`src/hdl/eild_pkg.sv`:
```
// Package for the edge interrupt lockout detector.
// Widths, register indexes, hook mode codes and the edge re-arm function.
// No dependencies.
package eild_pkg;

    localparam int PIN_W         = 8;
    localparam int TIME_W        = 32;
    localparam int LOCK_W        = 16;
    localparam int FIRED_W       = 4;
    localparam int CFG_IDX_W     = 3;
    localparam int CFG_DATA_W    = 16;
    localparam int MASK_HOOKS    = 4;   // hooks that have a mask and mode register
    localparam int HOOK_COUNT_DEF = 4;

    localparam logic [LOCK_W-1:0] LOCKOUT_RESET = 16'd100;

    // Configuration register indexes
    localparam logic [CFG_IDX_W-1:0] REG_HOOK0_MASK = 3'd0;
    localparam logic [CFG_IDX_W-1:0] REG_HOOK1_MASK = 3'd1;
    localparam logic [CFG_IDX_W-1:0] REG_HOOK2_MASK = 3'd2;
    localparam logic [CFG_IDX_W-1:0] REG_HOOK3_MASK = 3'd3;
    localparam logic [CFG_IDX_W-1:0] REG_HOOK_MODES = 3'd4;
    localparam logic [CFG_IDX_W-1:0] REG_LOCKOUT    = 3'd5;

    typedef enum logic [1:0] {
        MODE_KEEP    = 2'd0,
        MODE_RISING  = 2'd1,
        MODE_FALLING = 2'd2,
        MODE_BOTH    = 2'd3
    } hook_mode_t;

    // Per-hook control from the datapath to a hook's lockout unit
    typedef struct packed {
        logic hit;      // a watched pin saw its selected edge
        logic commit;   // beat moves to the result register, armed
    } hook_ctl_t;

    // Re-arm edge selection of the masked pins (0 = rising, 1 = falling)
    function automatic logic [PIN_W-1:0] apply_mode(
        input logic [PIN_W-1:0] sel,
        input logic [PIN_W-1:0] mask,
        input hook_mode_t       mode,
        input logic [PIN_W-1:0] levels
    );
        logic [PIN_W-1:0] res;
        res = sel;
        case (mode)
            MODE_RISING:  res = sel & ~mask;
            MODE_FALLING: res = sel | mask;
            MODE_BOTH:    res = (sel & ~mask) | (levels & mask);
            default:      res = sel;
        endcase
        return res;
    endfunction

endpackage

```
`src/hdl/eild_hook.sv`:
```
// One hook's lockout unit: last-fire timestamp and wrapping elapsed compare.
// Depends on eild_pkg.
module eild_hook (
    input  logic                        clk,
    input  logic                        rst_n,
    input  eild_pkg::hook_ctl_t         ctl,
    input  logic [eild_pkg::TIME_W-1:0] time_now,
    input  logic [eild_pkg::LOCK_W-1:0] lockout,
    output logic                        fire
);
    import eild_pkg::*;

    logic [TIME_W-1:0] last_fire_reg;
    logic [TIME_W-1:0] last_fire_next;
    logic [TIME_W-1:0] elapsed;

    assign elapsed = time_now - last_fire_reg;
    assign fire    = ctl.hit && (elapsed > {{(TIME_W-LOCK_W){1'b0}}, lockout});

    always_comb
    begin
        last_fire_next = last_fire_reg;
        if (ctl.commit && fire)
        begin
            last_fire_next = time_now;
        end
    end

    always_ff @(posedge clk or negedge rst_n)
    begin
        if (!rst_n)
        begin
            last_fire_reg <= '0;
        end
        else
        begin
            last_fire_reg <= last_fire_next;
        end
    end

`ifndef NO_ASSERTIONS
    // timestamp only moves on a committed firing
    a_ts_moves_on_fire: assert property (@(posedge clk) disable iff (!rst_n)
        !(ctl.commit && fire) |=> $stable(last_fire_reg))
        else $error("hook timestamp changed without a firing");
    // a fire needs a hit
    a_fire_needs_hit: assert property (@(posedge clk) disable iff (!rst_n)
        fire |-> ctl.hit)
        else $error("hook fired without a hit");
    // after a committed firing, the timestamp equals that beat's time
    a_ts_loaded: assert property (@(posedge clk) disable iff (!rst_n)
        (ctl.commit && fire) |=> last_fire_reg == $past(time_now))
        else $error("hook timestamp not loaded on firing");
`endif

endmodule

```
`src/hdl/edge_interrupt_lockout_detector.sv`:
```
// Edge interrupt lockout detector, top level.
// Pipeline: input register, then result register; out_ready low can stall both.
// One beat per cycle while out_ready is high; edge and lockout logic is combinational.
// Reset: asynchronous, active low; clears edge state, timestamps, config to defaults.
// The first sample after reset only arms edge selection and returns zero results.
// Depends on eild_pkg and eild_hook.
module edge_interrupt_lockout_detector #(
    parameter int HOOK_COUNT = eild_pkg::HOOK_COUNT_DEF
) (
    input  logic                             clk,
    input  logic                             rst_n,
    // configuration write port
    input  logic                             cfg_wr_en,
    input  logic [eild_pkg::CFG_IDX_W-1:0]   cfg_index,
    input  logic [eild_pkg::CFG_DATA_W-1:0]  cfg_data,
    // sample channel
    input  logic                             in_valid,
    output logic                             in_ready,
    input  logic [eild_pkg::PIN_W-1:0]       pin_levels,
    input  logic [eild_pkg::TIME_W-1:0]      time_now,
    // result channel
    output logic                             out_valid,
    input  logic                             out_ready,
    output logic [eild_pkg::FIRED_W-1:0]     fired_hooks,
    output logic [eild_pkg::PIN_W-1:0]       edge_flags
);
    import eild_pkg::*;

    // Hooks past the fourth have no mask and never fire, so they get no hardware.
    localparam int ACTIVE = (HOOK_COUNT < MASK_HOOKS) ? HOOK_COUNT : MASK_HOOKS;

    // ---------------- configuration registers ----------------
    logic [PIN_W-1:0]  hook_mask_reg [MASK_HOOKS];
    logic [PIN_W-1:0]  hook_modes_reg;
    logic [LOCK_W-1:0] lockout_reg;

    always_ff @(posedge clk or negedge rst_n)
    begin
        if (!rst_n)
        begin
            for (int i = 0; i < MASK_HOOKS; i++)
            begin
                hook_mask_reg[i] <= '0;
            end
            hook_modes_reg <= '0;
            lockout_reg    <= LOCKOUT_RESET;
        end
        else if (cfg_wr_en)
        begin
            case (cfg_index)
                REG_HOOK0_MASK: hook_mask_reg[0] <= cfg_data[PIN_W-1:0];
                REG_HOOK1_MASK: hook_mask_reg[1] <= cfg_data[PIN_W-1:0];
                REG_HOOK2_MASK: hook_mask_reg[2] <= cfg_data[PIN_W-1:0];
                REG_HOOK3_MASK: hook_mask_reg[3] <= cfg_data[PIN_W-1:0];
                REG_HOOK_MODES: hook_modes_reg   <= cfg_data[PIN_W-1:0];
                REG_LOCKOUT:    lockout_reg      <= cfg_data[LOCK_W-1:0];
                default:        ;   // writes past the list are dropped
            endcase
        end
    end

    // ---------------- handshake ----------------
    // s1 = input register, result register = output. A beat moves from s1 to
    // the result register when the result register is empty or being drained.
    logic s1_valid_reg, s1_valid_next;
    logic res_valid_reg, res_valid_next;
    logic advance;

    assign advance  = s1_valid_reg && (!res_valid_reg || out_ready);
    assign in_ready = !s1_valid_reg || advance;

    always_comb
    begin
        s1_valid_next = s1_valid_reg;
        if (in_ready)
        begin
            s1_valid_next = in_valid;
        end
        res_valid_next = res_valid_reg;
        if (advance)
        begin
            res_valid_next = 1'b1;
        end
        else if (out_ready)
        begin
            res_valid_next = 1'b0;
        end
    end

    always_ff @(posedge clk or negedge rst_n)
    begin
        if (!rst_n)
        begin
            s1_valid_reg  <= 1'b0;
            res_valid_reg <= 1'b0;
        end
        else
        begin
            s1_valid_reg  <= s1_valid_next;
            res_valid_reg <= res_valid_next;
        end
    end

    // input payload register
    logic [PIN_W-1:0]  s1_levels_reg;
    logic [TIME_W-1:0] s1_time_reg;

    always_ff @(posedge clk)
    begin
        if (in_ready && in_valid)
        begin
            s1_levels_reg <= pin_levels;
            s1_time_reg   <= time_now;
        end
    end

    // ---------------- edge state ----------------
    logic             armed_reg, armed_next;
    logic [PIN_W-1:0] prev_levels_reg, prev_levels_next;
    logic [PIN_W-1:0] edge_sel_reg, edge_sel_next;
    logic [PIN_W-1:0] flags;
    logic [ACTIVE-1:0] fire;

    // rising edges where select is 0, falling where it is 1; nothing while unarmed
    assign flags = armed_reg ?
        ((~prev_levels_reg & s1_levels_reg & ~edge_sel_reg) |
         (prev_levels_reg & ~s1_levels_reg & edge_sel_reg)) : '0;

    // ---------------- per-hook lockout units ----------------
    genvar h;
    generate
        for (h = 0; h < ACTIVE; h++)
        begin : g_hook
            hook_ctl_t ctl;
            assign ctl.hit    = |(flags & hook_mask_reg[h]);
            assign ctl.commit = advance && armed_reg;

            eild_hook u_hook (
                .clk      (clk),
                .rst_n    (rst_n),
                .ctl      (ctl),
                .time_now (s1_time_reg),
                .lockout  (lockout_reg),
                .fire     (fire[h])
            );
        end
    endgenerate

    // Re-arm in hook order so a later hook, unless its mode is keep, wins on shared
    // pins. The arming sample applies every hook's mode; afterwards only firing hooks do.
    always_comb
    begin
        edge_sel_next    = edge_sel_reg;
        prev_levels_next = prev_levels_reg;
        armed_next       = armed_reg;
        if (advance)
        begin
            for (int i = 0; i < ACTIVE; i++)
            begin
                if (!armed_reg || fire[i])
                begin
                    edge_sel_next = apply_mode(edge_sel_next, hook_mask_reg[i],
                        hook_mode_t'(hook_modes_reg[2*i +: 2]), s1_levels_reg);
                end
            end
            prev_levels_next = s1_levels_reg;
            armed_next       = 1'b1;
        end
    end

    always_ff @(posedge clk or negedge rst_n)
    begin
        if (!rst_n)
        begin
            armed_reg       <= 1'b0;
            prev_levels_reg <= '0;
            edge_sel_reg    <= '0;
        end
        else
        begin
            armed_reg       <= armed_next;
            prev_levels_reg <= prev_levels_next;
            edge_sel_reg    <= edge_sel_next;
        end
    end

    // ---------------- result register ----------------
    logic [FIRED_W-1:0] fired_reg;
    logic [PIN_W-1:0]   flags_reg;
    logic [FIRED_W-1:0] fired_wide;

    always_comb
    begin
        fired_wide = '0;
        fired_wide[ACTIVE-1:0] = armed_reg ? fire : '0;
    end

    always_ff @(posedge clk)
    begin
        if (advance)
        begin
            fired_reg <= fired_wide;
            flags_reg <= flags;
        end
    end

    assign out_valid   = res_valid_reg;
    assign fired_hooks = fired_reg;
    assign edge_flags  = flags_reg;

`ifndef NO_ASSERTIONS
    // a hook can only fire on a sample that flagged some pin
    a_fire_needs_flag: assert property (@(posedge clk) disable iff (!rst_n)
        out_valid |-> (fired_hooks == '0 || edge_flags != '0))
        else $error("hook fired with no edge flag");
    // once armed, stays armed until reset
    a_armed_sticky: assert property (@(posedge clk) disable iff (!rst_n)
        armed_reg |=> armed_reg)
        else $error("armed state dropped");
    // an empty result register never blocks the input side
    a_no_false_stall: assert property (@(posedge clk) disable iff (!rst_n)
        !res_valid_reg |-> in_ready)
        else $error("input stalled with empty result register");
    // a beat leaving the input register always lands in the result register
    a_advance_lands: assert property (@(posedge clk) disable iff (!rst_n)
        advance |=> res_valid_reg)
        else $error("beat lost between stages");
`endif

endmodule
```
`config.mk`:
```
export PLATFORM = sky130hd
export DESIGN_NAME = edge_interrupt_lockout_detector
export DESIGN_NICKNAME = d
export VERILOG_FILES = /design/src/hdl/eild_pkg.sv /design/src/hdl/eild_hook.sv /design/src/hdl/edge_interrupt_lockout_detector.sv
export SDC_FILE = /design/constraint.sdc
export NUM_CORES = 1
export LEC_CHECK = 0
export BUFFER_PORTS_ARGS = -buffer_cell sky130_fd_sc_hd__buf_2
export CORE_AREA = 2 2 213 215
export DETAILED_ROUTE_END_ITERATION = 8
export DIE_AREA = 0 0 215 217
export PLACE_DENSITY = 0.62
export SLEW_MARGIN = 10
export SYNTH_ARGS = -nofsm -noshare
export SYNTH_HDL_FRONTEND = slang
export SYNTH_SLANG_ARGS = --single-unit
```
`constraint.sdc`:
```
create_clock -name clk -period 12.9 [get_ports clk]
set_clock_uncertainty 0.05 [all_clocks]
set_input_delay 2.58 -clock clk [delete_from_list [all_inputs] [get_ports clk]]
set_output_delay 2.58 -clock clk [all_outputs]
set_load 0.05 [all_outputs]
```
==> qor.yml <==
finalCritPeriodShare: 0.543
cts_buffer_depth: 3
crit_path_end_kind: "flop"
synthCells: 2303
grt_pass1_wl_um: 98600
drtPass1Iterations: 6
largest_register_ffs: 128
cts_tree: "yes"
cts_resized: 0
worst_ep_required_time_ns: 13.32
max_clock_freq_ghz: 0.143
totalWireLength_um: 62500
postLayoutCoreUtil: 0.487
ys_ff_latch: 255
ys_types: 91
insertedDiodeCount: 0
drc: 0
path_class: "flop to flop"
async_flop_share: 0.796
critPathArrivalTime_ns: 7.42
cap_violations: 0
slew_violations: 0
synth_nets: 2559
rsz0062_at_grt: "no"
layout-drive-gt1-share: 0.107
final-seq-area_sq_mm: 0.00665
status: "completed"
synthesis.area_sq_mm: 0.0197
dp_cells: 2911
yosys_warnings: 0
grt_pass1_vias: 17301
portBuffers: 77
globalplace.congestion: 0.922
clk_latency_ns: 0.60
layout_common_cells: "nand2_1, dfrtp_1, ha_1"
setup-violations-final: 0
avgSynthCellArea_sq_um: 8.57
hold_buffers: 0
cts_max_level: 1
die_h_um: 217
tns_ns: 0
die-area_sq_mm: 0.0467
synth_edf_count: 52
ios: 78
hold_viol_final: 0
ys_seq_area_frac: 0.337
final.setup.worst_slack_ns: 5.90
startpoint_type: "flop"
finalPower_mw: 5.83
hold_class: "flop to flop"
place_ws_ns: 6.07
syn2layout_area_growth_pct: 10.4
relSlewSlack: 0.211
fp-row-count: 78
max-vdd-ir-drop_mv: 0.121
post-dp-hpwl_um: 46700
instances_no_fill: 2969
multi_input_area_sq_mm: 0.0121
crit_fanout: 62
grt_usage: 0.267
num_vias: 17768
core-area_sq_mm: 0.0447
clk_pin_slew_worst_paths_ns: 0.06
cts_made_buffers: 31
grt_overflow: 0
wl_per_cell_um: 21.1
antenna_found_initial: 0
ant_nets: 0
worstMarginPinSlew_ns: 1.18
drt_iter0_drc: 1366
numClockSinks: 255
slowest_delay_ns: 1.02
nets: 2600
chipWidth_um: 215
slowest_stage: "nor4b_4"
p_per_area_mw_per_mm2: 267
yosysTopAreaCell: "dfrtp_1"
final_common_cell: "nand2_1"
cts_root_buffer: "clkbuf_16"
grt_start_max_net_pins: 87
post_cts_buffers: 0
synthTopCellsByArea: "dfrtp_1, ha_1, edfxtp_1"
viasPerCell: 5.98
synth_top_area_frac: 0.254
cp_cell_sequence: "inv_1 > ha_1 > inv_1 > fa_1 > a211o_1 > a211oi_2 > nor2_1 > nor2_1 > xnor2_1 > ha_1 > a21o_1 > a21oi_1 > o221ai_1 > o41ai_1 > o221ai_1 > or4_1 > nor4b_4 > a21bo_2 > nor2_4 > buf_4 > mux2_2"
synth-main-ff-cell: "dfrtp_1"
power.leakage_nw: 9.45
finalCriticalPeriod_ns: 7.00
start_util: 0.442
nFillCells: 4341
## routing by layer
layer,vias to the layer above,GRT usage,wire length [um]
met5,-,0,0
met3,142,0.0239,2950
met2,605,0.459,29500
met4,0,0.0989,2400
li1,8501,-,-
met1,8520,0.352,27700
## through the flow
| stage | hold WS [ns] | cell area [sq um] |
|---|---|---|
| 2_1_floorplan | 0.407 | 19700 |
| 3_3_place_gp | 0.423 | 20700 |
| 3_5_place_dp | 0.439 | 20700 |
| 4_1_cts | 0.454 | 21800 |
| 5_1_grt | 0.471 | 21800 |
| 6_report | 0.452 | 21800 |
## path summary, 6_finish.rpt
check | endpoint | cells past startpoint | start | slack, ns
worst max-delay path | g_hook[1].u_hook.last_fire_reg[0]$_DFFE_PN0P_ | 21 | s1_time_reg[0]$_DFFE_PP_ | 5.90
worst min-delay path | out_valid$_DFFE_PN0P_ | 1 | s1_valid_reg$_DFFE_PN0N_ | 0.45
worst max register to register | g_hook[1].u_hook.last_fire_reg[0]$_DFFE_PN0P_ | 21 | s1_time_reg[0]$_DFFE_PP_ | 5.90
worst min register to register | out_valid$_DFFE_PN0P_ | 1 | s1_valid_reg$_DFFE_PN0N_ | 0.45
max in group asynchronous | hook_mask_reg[14]$_DFFE_PN0P_ | 2 | rst_n | 9.50
min in group asynchronous | g_hook[2].u_hook.last_fire_reg[14]$_DFFE_PN0P_ | 1 | rst_n | 1.97
## worst max-delay path, delay by kind of cell (launching register included)
kind | cells | cell delay [ns]
AO/OA/AOI/OAI | 8 | 2.46
XOR/XNOR | 1 | 0.16
adder cells (fa/ha/maj) | 3 | 0.88
buffers and inverters | 3 | 0.52
flip-flops | 1 | 0.45
multiplexers | 1 | 0.36
AND/OR/NAND/NOR | 5 | 1.94
## report_power, final
group	switching (mW)	internal [mW]
logic	2.25	1.40
registers	0.158	1.10
clock network	0.369	0.548
total	2.78	3.05
## synthesized netlist by cell type (8+ instances only)
cell type,n
clkbuf_1,75
and4_1,11
xnor2_1,45
nor2_1,115
xor2_1,36
o21bai_1,21
nand2_1,308
a22oi_1,16
dfrtp_1,200
o21ai_1,39
o211a_1,10
edfxtp_1,52
nand3_1,68
o21ai_0,173
o211ai_1,45
o31ai_1,13
o21a_1,28
a211oi_1,14
nor3_1,29
nand4b_1,10
nand2b_1,27
nor2b_1,15
ha_1,188
and3_1,11
a21o_1,50
a31oi_1,20
or3_1,17
mux2i_1,12
nor4_1,9
a21oi_1,185
nand4_1,26
inv_1,170
and2_1,14
mux2_2,65
o2111ai_1,8
a211o_1,9
a21boi_0,14
## kinds of logic after synthesis
group,after synthesis,synth area share
AO/OA/AOI/OAI,741,0.241
AND/OR/NAND/NOR,698,0.168
buffers and inverters,258,0.0501
flip-flops,255,0.337
adder cells (fa/ha/maj),192,0.123
XOR/XNOR,81,0.0359
multiplexers,78,0.0443
## cell type report
| type | count | share of cell area |
|---|---|---|
| Timing Repair Buffer | 95 | 0.0244 |
| Multi-Input combinational cell | 1790 | 0.557 |
| Tap cell | 600 | 0.0345 |
| Inverter | 171 | 0.0295 |
| Clock inverter | 16 | 0.00798 |
| Clock buffer | 42 | 0.0413 |
| Sequential cell | 255 | 0.305 |
Note: power is estimated with default switching activity, not from simulation.
